==> src/hw/rtl/cbfs_pkg.sv <==
// ----------------------------------------------------------------------------
// Cone box filter steering package
// Shared types, register and count indexes, steering codes and helpers.
// ----------------------------------------------------------------------------
package cbfs_pkg;

	localparam int unsigned IMAGE_WIDTH = 640;
	localparam logic signed [12:0] MID_X = 13'(IMAGE_WIDTH / 2);

	// Iterative divider geometry.
	localparam int unsigned DIV_NUM_W = 32;
	localparam int unsigned DIV_DEN_W = 16;

	typedef enum logic {
		OP_BOX = 1'b0,
		OP_EOF = 1'b1
	} op_t;

	typedef struct packed {
		op_t        op;
		logic [9:0] x;
		logic [9:0] y;
		logic [9:0] w;
		logic [9:0] h;
	} item_t;

	typedef struct packed {
		logic [9:0]  horizon_row;
		logic [9:0]  top_row;
		logic [8:0]  track_margin;
		logic [8:0]  steer_margin;
		logic [9:0]  min_size;
		logic [15:0] max_size;
		logic [15:0] min_aspect;
		logic [15:0] max_aspect;
	} cfg_t;

	// Register indexes on the configuration port.
	localparam logic [2:0] REG_HORIZON_ROW  = 3'd0;
	localparam logic [2:0] REG_TOP_ROW      = 3'd1;
	localparam logic [2:0] REG_TRACK_MARGIN = 3'd2;
	localparam logic [2:0] REG_STEER_MARGIN = 3'd3;
	localparam logic [2:0] REG_MIN_SIZE     = 3'd4;
	localparam logic [2:0] REG_MAX_SIZE     = 3'd5;
	localparam logic [2:0] REG_MIN_ASPECT   = 3'd6;
	localparam logic [2:0] REG_MAX_ASPECT   = 3'd7;

	// Steering codes.
	localparam logic [2:0] STEER_STRAIGHT     = 3'd0;
	localparam logic [2:0] STEER_SLIGHT_LEFT  = 3'd1;
	localparam logic [2:0] STEER_SLIGHT_RIGHT = 3'd2;
	localparam logic [2:0] STEER_SHARP_LEFT   = 3'd3;
	localparam logic [2:0] STEER_SHARP_RIGHT  = 3'd4;

	// Frame count indexes, in result order.
	localparam int unsigned NUM_COUNTS = 6;
	localparam int unsigned CNT_TOTAL  = 0;
	localparam int unsigned CNT_VIEW   = 1;
	localparam int unsigned CNT_SIZED  = 2;
	localparam int unsigned CNT_CONE   = 3;
	localparam int unsigned CNT_LEFT   = 4;
	localparam int unsigned CNT_RIGHT  = 5;

	function automatic logic [7:0] sat_inc(input logic [7:0] v);
		sat_inc = (v == 8'hFF) ? v : v + 8'd1;
	endfunction

endpackage

==> src/hw/rtl/cbfs_if.sv <==
// ----------------------------------------------------------------------------
// Cone box filter steering channels
// Valid/ready channels for box items and steering results.
// ----------------------------------------------------------------------------
interface cbfs_item_if;
	logic             valid;
	logic             ready;
	cbfs_pkg::op_t    operation;
	logic [9:0]       box_x;
	logic [9:0]       box_y;
	logic [9:0]       box_w;
	logic [9:0]       box_h;

	modport source(output valid, operation, box_x, box_y, box_w, box_h, input ready);
	modport sink(input valid, operation, box_x, box_y, box_w, box_h, output ready);
endinterface

interface cbfs_result_if;
	logic       valid;
	logic       ready;
	logic [2:0] steer_code;
	logic       lost;
	logic [7:0] total_count;
	logic [7:0] in_view_count;
	logic [7:0] sized_count;
	logic [7:0] cone_count;
	logic [7:0] left_count;
	logic [7:0] right_count;

	modport source(output valid, steer_code, lost, total_count, in_view_count, sized_count,
		cone_count, left_count, right_count, input ready);
	modport sink(input valid, steer_code, lost, total_count, in_view_count, sized_count,
		cone_count, left_count, right_count, output ready);
endinterface

==> src/hw/rtl/cone_box_filter_steering_core.sv <==
// ----------------------------------------------------------------------------
// Cone box filter steering core
// Per-frame box filtering and steering decision with an APB register port.
// ----------------------------------------------------------------------------
// Boxes enter through a two-entry queue and are handled one at a time by a
// back end built around a shared 32-step serial divider. A box dropped by the
// view band needs no division. A box below the horizon takes two size divisions
// and one aspect division (only the size divisions when the size limits drop
// it). A box at or above the horizon takes one aspect division (none when the
// size limits drop it). An end-of-frame transaction needs no division when the
// decision needs no arithmetic, and three divisions and a multiply when both
// nearest cones are projected, plus any wait for the output register. Results
// wait in an output register, so boxes keep flowing while a result is not
// taken, until the next end-of-frame transaction needs that register.
// Configuration must be written only while the core is idle; the core itself
// does not enforce this.
module cone_box_filter_steering_core (
	input  logic        clk,
	input  logic        arst_n,
	cbfs_item_if.sink   item,
	cbfs_result_if.source result,
	input  logic        psel,
	input  logic        penable,
	input  logic        pwrite,
	input  logic [4:0]  paddr,
	input  logic [31:0] pwdata,
	output logic [31:0] prdata,
	output logic        pready
);

	cbfs_pkg::cfg_t  cfg_q;
	cbfs_pkg::item_t q_item;
	logic            q_valid;
	logic            q_pop;
	logic [2:0]      reg_idx;

	assign pready  = 1'b1;
	assign reg_idx = paddr[4:2];

	always_ff @(posedge clk or negedge arst_n) begin
		if (!arst_n) begin
			cfg_q.horizon_row  <= 10'd240;
			cfg_q.top_row      <= 10'd180;
			cfg_q.track_margin <= 9'd32;
			cfg_q.steer_margin <= 9'd32;
			cfg_q.min_size     <= 10'd4;
			cfg_q.max_size     <= 16'd200;
			cfg_q.min_aspect   <= 16'd50;
			cfg_q.max_aspect   <= 16'd300;
		end else if (psel && penable && pwrite) begin
			case (reg_idx)
				cbfs_pkg::REG_HORIZON_ROW:  cfg_q.horizon_row  <= pwdata[9:0];
				cbfs_pkg::REG_TOP_ROW:      cfg_q.top_row      <= pwdata[9:0];
				cbfs_pkg::REG_TRACK_MARGIN: cfg_q.track_margin <= pwdata[8:0];
				cbfs_pkg::REG_STEER_MARGIN: cfg_q.steer_margin <= pwdata[8:0];
				cbfs_pkg::REG_MIN_SIZE:     cfg_q.min_size     <= pwdata[9:0];
				cbfs_pkg::REG_MAX_SIZE:     cfg_q.max_size     <= pwdata[15:0];
				cbfs_pkg::REG_MIN_ASPECT:   cfg_q.min_aspect   <= pwdata[15:0];
				cbfs_pkg::REG_MAX_ASPECT:   cfg_q.max_aspect   <= pwdata[15:0];
				default: ;
			endcase
		end
	end

	always_comb begin
		case (reg_idx)
			cbfs_pkg::REG_HORIZON_ROW:  prdata = {22'b0, cfg_q.horizon_row};
			cbfs_pkg::REG_TOP_ROW:      prdata = {22'b0, cfg_q.top_row};
			cbfs_pkg::REG_TRACK_MARGIN: prdata = {23'b0, cfg_q.track_margin};
			cbfs_pkg::REG_STEER_MARGIN: prdata = {23'b0, cfg_q.steer_margin};
			cbfs_pkg::REG_MIN_SIZE:     prdata = {22'b0, cfg_q.min_size};
			cbfs_pkg::REG_MAX_SIZE:     prdata = {16'b0, cfg_q.max_size};
			cbfs_pkg::REG_MIN_ASPECT:   prdata = {16'b0, cfg_q.min_aspect};
			cbfs_pkg::REG_MAX_ASPECT:   prdata = {16'b0, cfg_q.max_aspect};
			default:                    prdata = 32'd0;
		endcase
	end

	cbfs_front u_front (
		.clk     (clk),
		.arst_n  (arst_n),
		.item    (item),
		.q_item  (q_item),
		.q_valid (q_valid),
		.q_pop   (q_pop)
	);

	cbfs_back u_back (
		.clk     (clk),
		.arst_n  (arst_n),
		.cfg     (cfg_q),
		.q_item  (q_item),
		.q_valid (q_valid),
		.q_pop   (q_pop),
		.result  (result)
	);

`ifndef SYNTHESIS
	// Each filter stage can only pass on what the stage before it counted.
	a_count_chain: assert property (@(posedge clk) disable iff (!arst_n)
		result.valid |-> (result.left_count <= result.cone_count &&
			result.right_count <= result.cone_count &&
			result.cone_count <= result.sized_count &&
			result.sized_count <= result.in_view_count &&
			result.in_view_count <= result.total_count))
		else $error("frame counts out of order");

	// A fresh steering decision needs at least two cones.
	a_found_cones: assert property (@(posedge clk) disable iff (!arst_n)
		(result.valid && !result.lost) |-> (result.cone_count >= 8'd2))
		else $error("steering decided with fewer than two cones");

	a_code_range: assert property (@(posedge clk) disable iff (!arst_n)
		result.valid |-> (result.steer_code <= cbfs_pkg::STEER_SHARP_RIGHT))
		else $error("steering code out of range");
`endif

endmodule

==> src/hw/rtl/cbfs_front.sv <==
// ----------------------------------------------------------------------------
// Cone box filter front end
// Accepts items with their box or end-of-frame tag and queues up to two of them.
// ----------------------------------------------------------------------------
module cbfs_front (
	input  logic               clk,
	input  logic               arst_n,
	cbfs_item_if.sink          item,
	output cbfs_pkg::item_t    q_item,
	output logic               q_valid,
	input  logic               q_pop
);

	cbfs_pkg::item_t mem_q [2];
	logic            wr_ptr_q;
	logic            rd_ptr_q;
	logic [1:0]      count_q;
	logic            push;
	logic            pop;
	cbfs_pkg::item_t in_item;

	assign item.ready = (count_q != 2'd2);
	assign push       = item.valid && item.ready;
	assign q_valid    = (count_q != 2'd0);
	assign pop        = q_pop && q_valid;
	assign q_item     = mem_q[rd_ptr_q];

	always_comb begin
		in_item.op = item.operation;
		in_item.x  = item.box_x;
		in_item.y  = item.box_y;
		in_item.w  = item.box_w;
		in_item.h  = item.box_h;
	end

	always_ff @(posedge clk or negedge arst_n) begin
		if (!arst_n) begin
			wr_ptr_q <= 1'b0;
			rd_ptr_q <= 1'b0;
			count_q  <= 2'd0;
		end else begin
			if (push) wr_ptr_q <= ~wr_ptr_q;
			if (pop) rd_ptr_q <= ~rd_ptr_q;
			if (push && !pop) count_q <= count_q + 2'd1;
			else if (pop && !push) count_q <= count_q - 2'd1;
		end
	end

	always_ff @(posedge clk) begin
		if (push) mem_q[wr_ptr_q] <= in_item;
	end

endmodule

==> src/hw/rtl/cbfs_div.sv <==
// ----------------------------------------------------------------------------
// Cone box filter divider
// Unsigned restoring divider, one quotient bit per cycle.
// ----------------------------------------------------------------------------
module cbfs_div (
	input  logic                            clk,
	input  logic                            arst_n,
	input  logic                            start,
	input  logic [cbfs_pkg::DIV_NUM_W-1:0]  num,
	input  logic [cbfs_pkg::DIV_DEN_W-1:0]  den,
	output logic                            done,
	output logic [cbfs_pkg::DIV_NUM_W-1:0]  quo
);

	localparam int unsigned NW = cbfs_pkg::DIV_NUM_W;
	localparam int unsigned DW = cbfs_pkg::DIV_DEN_W;
	localparam int unsigned CW = $clog2(NW);

	logic          busy_q;
	logic          done_q;
	logic [CW-1:0] cnt_q;
	logic [NW-1:0] quo_q;
	logic [DW-1:0] rem_q;
	logic [DW-1:0] den_q;
	logic [DW:0]   rem_sh;
	logic [DW:0]   diff;
	logic          qbit;
	logic [DW-1:0] rem_nxt;

	assign rem_sh  = {rem_q, quo_q[NW-1]};
	assign diff    = rem_sh - {1'b0, den_q};
	assign qbit    = (rem_sh >= {1'b0, den_q});
	assign rem_nxt = qbit ? diff[DW-1:0] : rem_sh[DW-1:0];
	assign done    = done_q;
	assign quo     = quo_q;

	always_ff @(posedge clk or negedge arst_n) begin
		if (!arst_n) begin
			busy_q <= 1'b0;
			done_q <= 1'b0;
			cnt_q  <= '0;
		end else begin
			done_q <= !start && busy_q && (cnt_q == CW'(NW - 1));
			if (start) begin
				busy_q <= 1'b1;
				cnt_q  <= '0;
			end else if (busy_q) begin
				cnt_q <= cnt_q + 1'b1;
				if (cnt_q == CW'(NW - 1)) busy_q <= 1'b0;
			end
		end
	end

	always_ff @(posedge clk) begin
		if (start) begin
			quo_q <= num;
			rem_q <= '0;
			den_q <= den;
		end else if (busy_q) begin
			quo_q <= {quo_q[NW-2:0], qbit};
			rem_q <= rem_nxt;
		end
	end

endmodule

==> src/hw/rtl/cbfs_back.sv <==
// ----------------------------------------------------------------------------
// Cone box filter back end
// Filters boxes, tracks near and far cones, and decides steering per frame.
// ----------------------------------------------------------------------------
module cbfs_back (
	input  logic               clk,
	input  logic               arst_n,
	input  cbfs_pkg::cfg_t     cfg,
	input  cbfs_pkg::item_t    q_item,
	input  logic               q_valid,
	output logic               q_pop,
	cbfs_result_if.source      result
);

	typedef enum logic [3:0] {
		ST_IDLE,
		ST_WDIV,
		ST_HDIV,
		ST_CHK,
		ST_ADIV,
		ST_LDIV,
		ST_RDIV,
		ST_MUL,
		ST_MSTART,
		ST_MDIV,
		ST_OUT
	} state_t;

	state_t      st_q;
	logic [9:0]  x_q, y_q, w_q, h_q;
	logic [19:0] wadj_q, hadj_q;
	logic        neg_q;
	logic signed [21:0] lxp_q, rxp_q;
	logic signed [32:0] prod_q;
	logic [2:0]  code_q;
	logic        lost_q;

	logic [9:0]  nlx_q, nlw_q, nly_q, flx_q, fly_q;
	logic [9:0]  nrx_q, nry_q, frx_q, fry_q;
	logic [7:0]  cnt_q [cbfs_pkg::NUM_COUNTS];
	logic [2:0]  last_steer_q;

	logic        res_valid_q;
	logic [2:0]  res_code_q;
	logic        res_lost_q;
	logic [7:0]  res_cnt_q [cbfs_pkg::NUM_COUNTS];

	logic        div_start;
	logic        div_start_q;
	logic [31:0] div_num_q;
	logic [15:0] div_den_q;
	logic        div_done;
	logic [31:0] div_quo;

	logic [9:0]  hr;
	logic [10:0] band_sum;
	logic [19:0] quo_floor;
	logic [10:0] cx;
	logic signed [12:0] cx_s, lim_l, lim_r;
	logic        size_fail;
	logic        asp_fail;

	logic        lv, rv;
	logic        early_done;
	logic        early_lost;
	logic [2:0]  early_code;

	logic signed [12:0] off_l, off_r;
	logic [11:0] offl_mag, offr_mag;
	logic signed [10:0] dl, dr;
	logic [9:0]  dl_mag, dr_mag;
	logic        negl, negr;
	logic [21:0] numl, numr;
	logic signed [21:0] quo_signed;

	logic signed [22:0] sum, sum_rnd;
	logic signed [21:0] half;
	logic [9:0]  aim;
	logic signed [10:0] scale;
	logic signed [32:0] prod_n;
	logic [31:0] prod_mag;
	logic signed [32:0] mq;
	logic signed [32:0] sm_s;

	cbfs_div u_div (
		.clk    (clk),
		.arst_n (arst_n),
		.start  (div_start_q),
		.num    (div_num_q),
		.den    (div_den_q),
		.done   (div_done),
		.quo    (div_quo)
	);

	assign hr       = cfg.horizon_row;
	assign q_pop    = (st_q == ST_IDLE);
	assign band_sum = {1'b0, q_item.y} + {2'b0, q_item.h[9:1]};
	assign quo_floor = (div_quo == 32'd0) ? 20'd1 : div_quo[19:0];

	// Size and aspect limits.
	assign size_fail = (wadj_q < {10'b0, cfg.min_size}) || (hadj_q < {10'b0, cfg.min_size}) ||
		(wadj_q > {4'b0, cfg.max_size}) || (hadj_q > {4'b0, cfg.max_size});
	assign asp_fail  = (div_quo < {16'b0, cfg.min_aspect}) ||
		(div_quo > {16'b0, cfg.max_aspect});

	// Side assignment by center column; limits may fall outside the image.
	assign cx    = {1'b0, x_q} + {2'b0, w_q[9:1]};
	assign cx_s  = $signed({2'b0, cx});
	assign lim_l = cbfs_pkg::MID_X - $signed({4'b0, cfg.track_margin});
	assign lim_r = cbfs_pkg::MID_X + $signed({4'b0, cfg.track_margin});

	assign lv = (cnt_q[cbfs_pkg::CNT_LEFT] != 8'd0);
	assign rv = (cnt_q[cbfs_pkg::CNT_RIGHT] != 8'd0);

	always_comb begin
		early_done = 1'b1;
		early_lost = 1'b0;
		early_code = cbfs_pkg::STEER_STRAIGHT;
		if (cnt_q[cbfs_pkg::CNT_CONE] < 8'd2 || (!lv && !rv)) begin
			early_lost = 1'b1;
			early_code = last_steer_q;
		end else if (!lv) begin
			early_code = (nrx_q > frx_q) ? cbfs_pkg::STEER_SHARP_LEFT : cbfs_pkg::STEER_SHARP_RIGHT;
		end else if (!rv) begin
			early_code = (nlx_q > flx_q) ? cbfs_pkg::STEER_SHARP_LEFT : cbfs_pkg::STEER_SHARP_RIGHT;
		end else if (nly_q > fry_q) begin
			early_code = cbfs_pkg::STEER_SHARP_LEFT;
		end else if (nry_q > fly_q) begin
			early_code = cbfs_pkg::STEER_SHARP_RIGHT;
		end else if (hr == 10'd0) begin
			early_code = cbfs_pkg::STEER_STRAIGHT;
		end else begin
			early_done = 1'b0;
		end
	end

	// A division starts in the cycle after the state that loads its operands.
	always_comb begin
		div_start = 1'b0;
		case (st_q)
			ST_IDLE: div_start = q_valid && ((q_item.op == cbfs_pkg::OP_EOF) ? !early_done :
				((band_sum <= {1'b0, cfg.top_row}) && (q_item.y < hr)));
			ST_WDIV, ST_LDIV: div_start = div_done;
			ST_CHK: div_start = !size_fail;
			ST_MSTART: div_start = 1'b1;
			default: div_start = 1'b0;
		endcase
	end

	// Perspective offsets of the nearest cones, split into sign and magnitude.
	assign off_l    = $signed({3'b0, nlx_q}) + $signed({3'b0, nlw_q}) - cbfs_pkg::MID_X;
	assign off_r    = $signed({3'b0, nrx_q}) - cbfs_pkg::MID_X;
	assign offl_mag = off_l[12] ? 12'(-off_l) : off_l[11:0];
	assign offr_mag = off_r[12] ? 12'(-off_r) : off_r[11:0];
	assign dl       = $signed({1'b0, hr}) - $signed({1'b0, nly_q});
	assign dr       = $signed({1'b0, hr}) - $signed({1'b0, nry_q});
	assign dl_mag   = (dl == 11'sd0) ? 10'd1 : (dl[10] ? 10'(-dl) : dl[9:0]);
	assign dr_mag   = (dr == 11'sd0) ? 10'd1 : (dr[10] ? 10'(-dr) : dr[9:0]);
	assign negl     = off_l[12] ^ dl[10];
	assign negr     = off_r[12] ^ dr[10];
	assign numl     = {10'b0, offl_mag} * {12'b0, hr};
	assign numr     = {10'b0, offr_mag} * {12'b0, hr};
	assign quo_signed = neg_q ? -$signed({1'b0, div_quo[20:0]}) : $signed({1'b0, div_quo[20:0]});

	// Midpoint offset: half the sum, truncated toward zero, scaled to the aim row.
	assign sum      = $signed({lxp_q[21], lxp_q}) + $signed({rxp_q[21], rxp_q});
	assign sum_rnd  = sum + $signed({22'd0, sum[22]});
	assign half     = sum_rnd[22:1];
	assign aim      = (nly_q < nry_q) ? nly_q : nry_q;
	assign scale    = $signed({1'b0, hr}) - $signed({1'b0, aim});
	assign prod_n   = 33'(half) * 33'(scale);
	assign prod_mag = prod_q[32] ? 32'(-prod_q) : prod_q[31:0];
	assign mq       = neg_q ? -$signed({1'b0, div_quo}) : $signed({1'b0, div_quo});
	assign sm_s     = $signed({24'b0, cfg.steer_margin});

	always_ff @(posedge clk or negedge arst_n) begin
		if (!arst_n) begin
			st_q         <= ST_IDLE;
			x_q <= '0; y_q <= '0; w_q <= '0; h_q <= '0;
			wadj_q       <= '0;
			hadj_q       <= '0;
			neg_q        <= 1'b0;
			lxp_q        <= '0;
			rxp_q        <= '0;
			prod_q       <= '0;
			code_q       <= cbfs_pkg::STEER_STRAIGHT;
			lost_q       <= 1'b0;
			nlx_q <= '0; nlw_q <= '0; nly_q <= '0; flx_q <= '0; fly_q <= '0;
			nrx_q <= '0; nry_q <= '0; frx_q <= '0; fry_q <= '0;
			for (int i = 0; i < cbfs_pkg::NUM_COUNTS; i++) begin
				cnt_q[i]     <= '0;
				res_cnt_q[i] <= '0;
			end
			last_steer_q <= cbfs_pkg::STEER_STRAIGHT;
			res_valid_q  <= 1'b0;
			res_code_q   <= cbfs_pkg::STEER_STRAIGHT;
			res_lost_q   <= 1'b0;
			div_start_q  <= 1'b0;
			div_num_q    <= '0;
			div_den_q    <= '0;
		end else begin
			div_start_q <= div_start;
			if (res_valid_q && result.ready && st_q != ST_OUT) res_valid_q <= 1'b0;

			case (st_q)
				ST_IDLE: begin
					if (q_valid) begin
						if (q_item.op == cbfs_pkg::OP_EOF) begin
							if (early_done) begin
								code_q <= early_code;
								lost_q <= early_lost;
								st_q   <= ST_OUT;
							end else begin
								div_num_q   <= {10'b0, numl};
								div_den_q   <= {6'b0, dl_mag};
								neg_q       <= negl;
								st_q        <= ST_LDIV;
							end
						end else begin
							x_q <= q_item.x; y_q <= q_item.y;
							w_q <= q_item.w; h_q <= q_item.h;
							cnt_q[cbfs_pkg::CNT_TOTAL] <= cbfs_pkg::sat_inc(cnt_q[cbfs_pkg::CNT_TOTAL]);
							if (band_sum <= {1'b0, cfg.top_row}) begin
								cnt_q[cbfs_pkg::CNT_VIEW] <= cbfs_pkg::sat_inc(cnt_q[cbfs_pkg::CNT_VIEW]);
								if (q_item.y >= hr) begin
									// At or above the horizon both sizes scale to one.
									wadj_q <= 20'd1;
									hadj_q <= 20'd1;
									st_q   <= ST_CHK;
								end else begin
									div_num_q   <= {12'b0, {10'b0, q_item.w} * {10'b0, hr}};
									div_den_q   <= {6'b0, hr - q_item.y};
									st_q        <= ST_WDIV;
								end
							end
						end
					end
				end
				ST_WDIV: begin
					if (div_done) begin
						wadj_q      <= quo_floor;
						div_num_q   <= {12'b0, {10'b0, h_q} * {10'b0, hr}};
						div_den_q   <= {6'b0, hr - y_q};
						st_q        <= ST_HDIV;
					end
				end
				ST_HDIV: begin
					if (div_done) begin
						hadj_q <= quo_floor;
						st_q   <= ST_CHK;
					end
				end
				ST_CHK: begin
					if (size_fail) begin
						st_q <= ST_IDLE;
					end else begin
						div_num_q   <= {16'b0, hadj_q[15:0]} * 32'd100;
						div_den_q   <= wadj_q[15:0];
						st_q        <= ST_ADIV;
					end
				end
				ST_ADIV: begin
					if (div_done) begin
						st_q <= ST_IDLE;
						if (!asp_fail) begin
							cnt_q[cbfs_pkg::CNT_SIZED] <= cbfs_pkg::sat_inc(cnt_q[cbfs_pkg::CNT_SIZED]);
							if (cx_s < lim_l) begin
								if (!lv || y_q < nly_q) begin
									nlx_q <= x_q; nlw_q <= w_q; nly_q <= y_q;
								end
								if (y_q > fly_q) begin
									flx_q <= x_q; fly_q <= y_q;
								end
								cnt_q[cbfs_pkg::CNT_CONE] <= cbfs_pkg::sat_inc(cnt_q[cbfs_pkg::CNT_CONE]);
								cnt_q[cbfs_pkg::CNT_LEFT] <= cbfs_pkg::sat_inc(cnt_q[cbfs_pkg::CNT_LEFT]);
							end else if (cx_s >= lim_r) begin
								if (!rv || y_q < nry_q) begin
									nrx_q <= x_q; nry_q <= y_q;
								end
								if (y_q > fry_q) begin
									frx_q <= x_q; fry_q <= y_q;
								end
								cnt_q[cbfs_pkg::CNT_CONE]  <= cbfs_pkg::sat_inc(cnt_q[cbfs_pkg::CNT_CONE]);
								cnt_q[cbfs_pkg::CNT_RIGHT] <= cbfs_pkg::sat_inc(cnt_q[cbfs_pkg::CNT_RIGHT]);
							end
						end
					end
				end
				ST_LDIV: begin
					if (div_done) begin
						lxp_q       <= quo_signed;
						div_num_q   <= {10'b0, numr};
						div_den_q   <= {6'b0, dr_mag};
						neg_q       <= negr;
						st_q        <= ST_RDIV;
					end
				end
				ST_RDIV: begin
					if (div_done) begin
						rxp_q <= quo_signed;
						st_q  <= ST_MUL;
					end
				end
				ST_MUL: begin
					prod_q <= prod_n;
					st_q   <= ST_MSTART;
				end
				ST_MSTART: begin
					div_num_q   <= prod_mag;
					div_den_q   <= {6'b0, hr};
					neg_q       <= prod_q[32];
					st_q        <= ST_MDIV;
				end
				ST_MDIV: begin
					if (div_done) begin
						lost_q <= 1'b0;
						if (mq > sm_s) code_q <= cbfs_pkg::STEER_SLIGHT_RIGHT;
						else if (mq < -sm_s) code_q <= cbfs_pkg::STEER_SLIGHT_LEFT;
						else code_q <= cbfs_pkg::STEER_STRAIGHT;
						st_q <= ST_OUT;
					end
				end
				ST_OUT: begin
					if (!res_valid_q || result.ready) begin
						res_valid_q  <= 1'b1;
						res_code_q   <= code_q;
						res_lost_q   <= lost_q;
						last_steer_q <= code_q;
						for (int i = 0; i < cbfs_pkg::NUM_COUNTS; i++) begin
							res_cnt_q[i] <= cnt_q[i];
							cnt_q[i]     <= '0;
						end
						nlx_q <= '0; nlw_q <= '0; nly_q <= '0; flx_q <= '0; fly_q <= '0;
						nrx_q <= '0; nry_q <= '0; frx_q <= '0; fry_q <= '0;
						st_q <= ST_IDLE;
					end
				end
				default: st_q <= ST_IDLE;
			endcase
		end
	end

	assign result.valid         = res_valid_q;
	assign result.steer_code    = res_code_q;
	assign result.lost          = res_lost_q;
	assign result.total_count   = res_cnt_q[cbfs_pkg::CNT_TOTAL];
	assign result.in_view_count = res_cnt_q[cbfs_pkg::CNT_VIEW];
	assign result.sized_count   = res_cnt_q[cbfs_pkg::CNT_SIZED];
	assign result.cone_count    = res_cnt_q[cbfs_pkg::CNT_CONE];
	assign result.left_count    = res_cnt_q[cbfs_pkg::CNT_LEFT];
	assign result.right_count   = res_cnt_q[cbfs_pkg::CNT_RIGHT];

endmodule
==> src/flat_wrapper.sv <==
// flat-port wrapper written by rule: the top's interface ports become plain ports
module cone_box_filter_steering_core_flat 
  (clk, arst_n, psel, penable, pwrite, paddr, pwdata, prdata, pready, item_valid, item_operation, item_box_x, item_box_y, item_box_w, item_box_h, item_ready, result_valid, result_steer_code, result_lost, result_total_count, result_in_view_count, result_sized_count, result_cone_count, result_left_count, result_right_count, result_ready);
  cbfs_item_if item_i ();
  cbfs_result_if result_i ();
  input  logic clk;
  input  logic arst_n;
  input  logic psel;
  input  logic penable;
  input  logic pwrite;
  input  logic [4:0] paddr;
  input  logic [31:0] pwdata;
  output logic [31:0] prdata;
  output logic pready;
  input wire logic [$bits(item_i.valid)-1:0] item_valid;
  input wire logic [$bits(item_i.operation)-1:0] item_operation;
  input wire logic [$bits(item_i.box_x)-1:0] item_box_x;
  input wire logic [$bits(item_i.box_y)-1:0] item_box_y;
  input wire logic [$bits(item_i.box_w)-1:0] item_box_w;
  input wire logic [$bits(item_i.box_h)-1:0] item_box_h;
  output wire logic [$bits(item_i.ready)-1:0] item_ready;
  output wire logic [$bits(result_i.valid)-1:0] result_valid;
  output wire logic [$bits(result_i.steer_code)-1:0] result_steer_code;
  output wire logic [$bits(result_i.lost)-1:0] result_lost;
  output wire logic [$bits(result_i.total_count)-1:0] result_total_count;
  output wire logic [$bits(result_i.in_view_count)-1:0] result_in_view_count;
  output wire logic [$bits(result_i.sized_count)-1:0] result_sized_count;
  output wire logic [$bits(result_i.cone_count)-1:0] result_cone_count;
  output wire logic [$bits(result_i.left_count)-1:0] result_left_count;
  output wire logic [$bits(result_i.right_count)-1:0] result_right_count;
  input wire logic [$bits(result_i.ready)-1:0] result_ready;
  assign item_i.valid = item_valid;
  assign item_i.operation = item_operation;
  assign item_i.box_x = item_box_x;
  assign item_i.box_y = item_box_y;
  assign item_i.box_w = item_box_w;
  assign item_i.box_h = item_box_h;
  assign item_ready = item_i.ready;
  assign result_valid = result_i.valid;
  assign result_steer_code = result_i.steer_code;
  assign result_lost = result_i.lost;
  assign result_total_count = result_i.total_count;
  assign result_in_view_count = result_i.in_view_count;
  assign result_sized_count = result_i.sized_count;
  assign result_cone_count = result_i.cone_count;
  assign result_left_count = result_i.left_count;
  assign result_right_count = result_i.right_count;
  assign result_i.ready = result_ready;
  cone_box_filter_steering_core u_core (.clk(clk), .arst_n(arst_n), .item(item_i), .result(result_i), .psel(psel), .penable(penable), .pwrite(pwrite), .paddr(paddr), .pwdata(pwdata), .prdata(prdata), .pready(pready));
endmodule
==> config.mk <==
export PLATFORM = sky130hd
export DESIGN_NAME = cone_box_filter_steering_core_flat
export DESIGN_NICKNAME = d
export VERILOG_FILES = /design/src/hw/rtl/cbfs_pkg.sv /design/src/hw/rtl/cbfs_if.sv /design/src/hw/rtl/cone_box_filter_steering_core.sv /design/src/hw/rtl/cbfs_front.sv /design/src/hw/rtl/cbfs_div.sv /design/src/hw/rtl/cbfs_back.sv /design/src/flat_wrapper.sv
export SDC_FILE = /design/constraint.sdc
export NUM_CORES = 2
export LEC_CHECK = 0
export ABC_AREA = 1
export BUFFER_PORTS_ARGS = -buffer_cell sky130_fd_sc_hd__buf_2
export CORE_ASPECT_RATIO = 1.75
export CORE_MARGIN = 3
export CORE_UTILIZATION = 38
export CTS_BUF_LIST = sky130_fd_sc_hd__clkbuf_8 sky130_fd_sc_hd__clkbuf_16
export CTS_CLUSTER_DIAMETER = 120
export DETAILED_ROUTE_END_ITERATION = 7
export GPL_ROUTABILITY_DRIVEN = 0
export GPL_TIMING_DRIVEN = 0
export PLACE_DENSITY = 0.55
export SYNTH_ARGS = -nofsm -noshare
export SYNTH_HDL_FRONTEND = slang
export SYNTH_SLANG_ARGS = --single-unit
==> constraint.sdc <==
create_clock -name clk -period 20.6 [get_ports clk]
set_input_delay 0 -clock clk [delete_from_list [all_inputs] [get_ports clk]]
set_output_delay 0 -clock clk [all_outputs]
set_load 0.05 [all_outputs]
After elaboration in Yosys (flattened, before gate mapping)
Memory sizes are Yosys's and may differ from the RTL's.
Cells that the tools add are included.
- output and inout bits: 87
- memories kept: 1
- RAM bits: 82
- bits in latches: 0
- word-level logic and storage cells: 427
- flip-flop bits (word level): 577
- input bits: 85
- memory bits (read-only): 0
- memories (name ; words ; width ; rd ports ; clocked after Yosys merged registers in ; write ports ; RTL line ; source):
    u_core.u_front.mem_q ; 2 ; 41 ; 1 ; 0 ; 1 ; cbfs_front.sv:14 ; cbfs_pkg::item_t mem_q [2];
- bitwise operators: 5
- reduce and logical (&&, ||, !) cells: 76
- shift operators: 0
- eq/ne operators: 58
- multiply operators: 6
- divide/modulo/power cells: 0
- add/subtract/negate cells: 32
- muxes and demuxes: 168
- magnitude comparators: 24
- operator list (cell ; number):
    two-way mux 10 bit ; 46
    two-way mux 32 bit ; 13
    case mux 32 bit (8 select lines) ; 1
    case mux 10 bit (2 select lines) ; 9
    two-way mux 16 bit ; 11
    case mux 32 bit (5 select lines) ; 1
    two-way mux 20 bit ; 6
    two-way mux 8 bit ; 12
    case mux 16 bit (5 select lines) ; 1
    case mux 20 bit (2 select lines) ; 2
    case mux 32 bit (2 select lines) ; 1
    greater-than comparator 10 bit ; 6
    adder 8 x 1 -> 8 bit, second input constant ; 6
    equality test 8 bit, second input constant ; 6
    two-way mux 48 bit ; 1
    multiplier 12 x 10 -> 22 bit ; 2
    two-way mux 4 bit ; 11
    != test 2 bit, second input constant ; 22
    case mux 4 bit (11 select lines) ; 1
    greater-than comparator 20 x 16 -> 1 bit ; 2
    < comparator 10 bit ; 4
    < comparator 20 x 10 -> 1 bit ; 2
    multiplier 10 x 10 -> 20 bit ; 2
    two-way mux 3 bit ; 12
    78 further kinds ; 189

Depth between registers and ports, before layout
- word-level depth: 11
- mapped depth: 47
- gate-level depth less buffers: 47

Cells and area by module
From an unflattened synthesis, not the netlist that was laid out.
- cell total of the unflattened synthesis: 9271
- area, all modules: 69780.7 sq um
- by module, submodules not included (module ; cells an instance ; sequential area each (sq um) ; instances ; area an instance (sq um)):
    cbfs_back ; 7989 ; 10159.7 ; 1 ; 57818.0
    cone_box_filter_steering_core ; 554 ; 2428.6 ; 1 ; 4665.7
    cbfs_div ; 485 ; 1936.9 ; 1 ; 3960.0
    cbfs_front ; 243 ; 2562.5 ; 1 ; 3337.0

Worst setup path after synthesis
Ideal clock, no wire load.
- kind: register -> register
- start point: register u_core.u_back.nry_q[1]
- end point: register u_core.u_back.prod_q[20]
- data arrival time: 8.011 ns
- setup slack: 12.508 ns
- clock period less this slack: 8.092 ns
- data required time: 20.518 ns
- path buffers: 2
- library setup time: 0.082 ns
- stages on the path, launching flop included: 41
- cells stage by stage: dfrtp_1 inv_1 ha_1 o21ai_0 a21oi_1 a211oi_1 o21ai_0 a31oi_1 o21ai_0 clkbuf_1 o21ai_0 ha_1 fa_1 o21ai_0 a21oi_1 o21ai_0 nand2_1 nand2_1 [5 not listed] clkbuf_1 nor2_1 fa_1 fa_1 fa_1 fa_1 inv_1 fa_1 inv_1 ha_1 nand2_1 o21ai_0 a21o_1 a21oi_1 o21ai_0 a21oi_1 or2_2 a31oi_1
- word-level cells in the longest chain between the ends: 4
- RTL lines (item ; RTL line ; source):
    start: declaration ; cbfs_back.sv:39 ; logic [9:0] nrx_q, nry_q, frx_q, fry_q;
    start signal: assignment ; cbfs_back.sv:278 ; nrx_q <= x_q; nry_q <= y_q;
    < comparator 10 bit ; cbfs_back.sv:169 ; assign aim = (nly_q < nry_q) ? nly_q : nry_q;
    two-way mux 10 bit (*) ; cbfs_back.sv:169 ;
    subtractor 10 x 10 -> 11 bit (*) ; cbfs_back.sv:170 ; assign scale = $signed({1'b0, hr}) - $signed({1'b0, aim});
    multiplier 22 x 11 -> 33 bit (*) ; cbfs_back.sv:171 ; assign prod_n = 33'(half) * 33'(scale);
    end signal: assignment ; cbfs_back.sv:305 ; prod_q <= prod_n;
    end: declaration ; cbfs_back.sv:34 ; logic signed [32:0] prod_q;
Every way passes the cells marked *; elsewhere a longest branch is shown, timed or not.
A chain may end at the register's enable or synchronous reset.

Worst setup path in the final report
- start point: register u_core.u_back.nry_q[1]
- end point: register u_core.u_back.prod_q[32]
Same word-level chain as after synthesis.

==> impl_metrics.env <==
export IMPL_ys_async_sr_fraction=0.778
export IMPL_grt_pass1_vias=64390
export IMPL_cts_buffer_depth=3
export IMPL_synth_common_cells="2125 x nand2_1, 1475 x inv_1, 735 x ha_1"
export IMPL_seq_area_frac_synth=0.252
export IMPL_crit_start="u_core.u_back.nry_q[1]"
export IMPL_netlist_area_leader_share=0.181
export IMPL_ys_types=66
export IMPL_multi_input_area_sq_um=44200
export IMPL_vias=61911
export IMPL_reg2reg_depth=47
export IMPL_fin_crit_ns=10.72
export IMPL_first_iter_violations=3992
export IMPL_rows=204
export IMPL_cts_made_buffers=70
export IMPL_start_util=0.383
export IMPL_register_area_sq_um=17100
export IMPL_setup_violations=0
export IMPL_hold_class="in -> async"
export IMPL_worstReg2RegStart="u_core.u_back.nry_q[1]"
export IMPL_insertion_delay_ns=0.70
export IMPL_grt_pass1_wl_mm=386
export IMPL_clkTransAtPathRegs_ns=0.07
export IMPL_synth_area_sq_um=67900
export IMPL_wirelength_mm=257
export IMPL_status="complete, no violations"
export IMPL_cts_hold_buf=69
export IMPL_crit_slowest_cell="xor2_2"
export IMPL_endpoint_kind="flip-flop"
export IMPL_drive_above_1_share=0.0519
export IMPL_htreeDepth=3
export IMPL_synth_edf_count=130
export IMPL_grt_start_max_net_pins=113
export IMPL_core_sq_um=177000
export IMPL_tightestPinTransition_ns=1.45
export IMPL_die_height_microns=565
export IMPL_fp_dieW_microns=326
export IMPL_via_per_inst=5.32
export IMPL_hold_viol_final=0
export IMPL_synthFlopType="dfrtp_1"
export IMPL_synth_seq_cells=659
export IMPL_yosys_warnings=0
export IMPL_wire_per_inst_microns=22.1
export IMPL_r2r_slack_ns=9.88
export IMPL_rsz0062_at_grt="no"
export IMPL_slew_headroom=0.0356
export IMPL_numPortBuffers=136
export IMPL_antenna_found_initial=9
export IMPL_rr_endpoint="u_core.u_back.prod_q[32]"
export IMPL_tritoncts="built"
export IMPL_clock_sinks=659
export IMPL_drtPass1Iterations=6
export IMPL_drv_slew=0
export IMPL_final_util=0.423
export IMPL_cap_viol_max_count=0
export IMPL_synth_top_area_cell="dfrtp_1"
export IMPL_dieArea_sq_um=184000
export IMPL_antenna_left=0
export IMPL_fmax_mhz=93.3
export IMPL_ctsResizeCount=0
export IMPL_fin_tns_setup_ns=0
export IMPL_avgSynthCellArea_sq_um=7.65
export IMPL_endpoint="u_core.u_back.prod_q[32]"
export IMPL_netlist_top_cells_area="dfrtp_1 18%, fa_1 15%, ha_1 14%"
export IMPL_track_usage=0.277
export IMPL_ir_drop_uv=78.4
export IMPL_postSynthCellCount=8877
export IMPL_crit_path_max_incr_delay_ns=0.62
export IMPL_clock_root_buffer="clkbuf_16"
export IMPL_startpoint_type="flip-flop"
export IMPL_cts_setup_buffers=0
export IMPL_hpwl_mm=215
export IMPL_area_delta_synth_final_pct=10.5
export IMPL_p_per_area_nw_per_um2=66.9
export IMPL_synth_most_common_cell="nand2_1"
export IMPL_worst_setup_path_type="reg -> reg"
export IMPL_drc=0
export IMPL_crit_top_cell="nand2_1"
export IMPL_required_ns=21.15
export IMPL_fillerInstances=18391
export IMPL_fin_skew_ns=0.0534
export IMPL_path_max_fanout=10
export IMPL_finalCritPeriodShare=0.520
export IMPL_gr_total_overflow=0
export IMPL_pin_count=172
export IMPL_arrival_ns=11.27
export IMPL_leakage_nw=38.3
export IMPL_final_nets=10545
[power breakdown]
part	leakage, nW	switching, mW	total, mW	internal [mW]
clock	1.20	0.588	1.32	0.731
combinational	29.1	1.53	2.22	0.695
sequential	7.95	0.0587	1.48	1.42
[sequential cells by signal, indices dropped and copies added, names as in the netlist, 16 cells and up]
signal,cells
u_core.cfg_q,96
u_core.u_back.cnt_q,48
u_core.u_back.div_den_q,16
u_core.u_back.div_num_q,32
u_core.u_back.hadj_q,20
u_core.u_back.lxp_q,22
u_core.u_back.prod_q,33
u_core.u_back.rxp_q,22
u_core.u_back.u_div.den_q,16
u_core.u_back.u_div.quo,32
u_core.u_back.u_div.rem_q,16
u_core.u_back.wadj_q,20
u_core.u_front.mem_q,82
[cell type report]
cell class,instances,area share
Clock buffer,82,0.0257
Inverter,1504,0.0753
Clock inverter,47,0.00575
Buffer,267,0.0150
Tap cell,2369,0.0395
Antenna cell,4,0.000133
Timing Repair Buffer,213,0.0211
Sequential cell,659,0.228
Multi-Input combinational cell,6492,0.590
[worst min-delay path by stage]
stage | from | to | cells past startpoint
after global routing | arst_n | u_core.u_back.div_num_q[10] | 3
after global placement | item_box_y[5] | u_core.u_front.mem_q[0][25] | 1
after detailed placement | arst_n | u_core.u_back.h_q[3] | 1
final | arst_n | u_core.u_back.div_num_q[10] | 3
after floorplan | arst_n | u_core.cfg_q[0] | 0
after CTS | arst_n | u_core.u_back.div_num_q[10] | 3
[kinds of logic after synthesis]
| kind of cell | Yosys count | share of synthesized area |
|---|---|---|
| mux | 7 | 0.00114 |
| flops | 659 | 0.252 |
| simple gates | 3665 | 0.226 |
| compound gates | 1341 | 0.109 |
| buf+inv | 1771 | 0.0997 |
| xor+xnor | 179 | 0.0239 |
| other cells | 2 | 0.000111 |
| fa+ha+maj | 1253 | 0.288 |
[through the flow]
| stage | instances | instance area (sq um) | setup WS (ns) | power, mW | hold slack, ns |
|---|---|---|---|---|---|
| floorplan | 8922 | 68100 | 12.51 | 2.92 | -0.296 |
| global placement | 11427 | 71700 | 8.24 | 3.63 | 0.188 |
| detailed placement | 11435 | 72000 | 10.00 | 3.66 | -0.210 |
| CTS | 11633 | 75000 | 9.96 | 5.01 | 0.00834 |
| global route | 11634 | 75000 | 9.34 | 5.35 | 0.0549 |
| finish | 11637 | 75000 | 9.88 | 5.02 | 0.00128 |
[cell usage in the layout, fill, tap and decap left out, types with 22 or more instances in the layout]
cell,instances
buf_4,22
a21o_1,26
conb_1,47
ha_1,735
o21ai_0,577
nand4_1,185
nand3_1,381
or2_2,52
clkbuf_16,71
nor2_1,725
clkbuf_1,204
nor3_1,95
a31oi_1,52
inv_2,22
o22ai_1,48
dlygate4sd3_1,69
xnor2_1,60
dfrtp_1,492
edfxtp_1,130
fa_1,518
o21ai_1,26
inv_1,1483
nand3b_1,22
o21bai_1,29
o31ai_1,35
xor2_1,110
buf_2,159
a21oi_1,437
o211ai_1,28
nand2_1,2125
[critical path, delay by kind of cell, from the launching register on]
kind	cells	cell delay, ns
fa+ha+maj	8	3.58
flops	1	0.45
simple gates	16	1.96
xor+xnor	2	0.94
compound gates	12	2.23
buf+inv	9	1.42
[per-layer routing]
layer	wire [microns]	GRT usage
met5	51	0
met4	29700	0.265
met3	11500	0.0335
met2	130000	0.508
met1	85900	0.268
(Power assumes the default switching activity.)
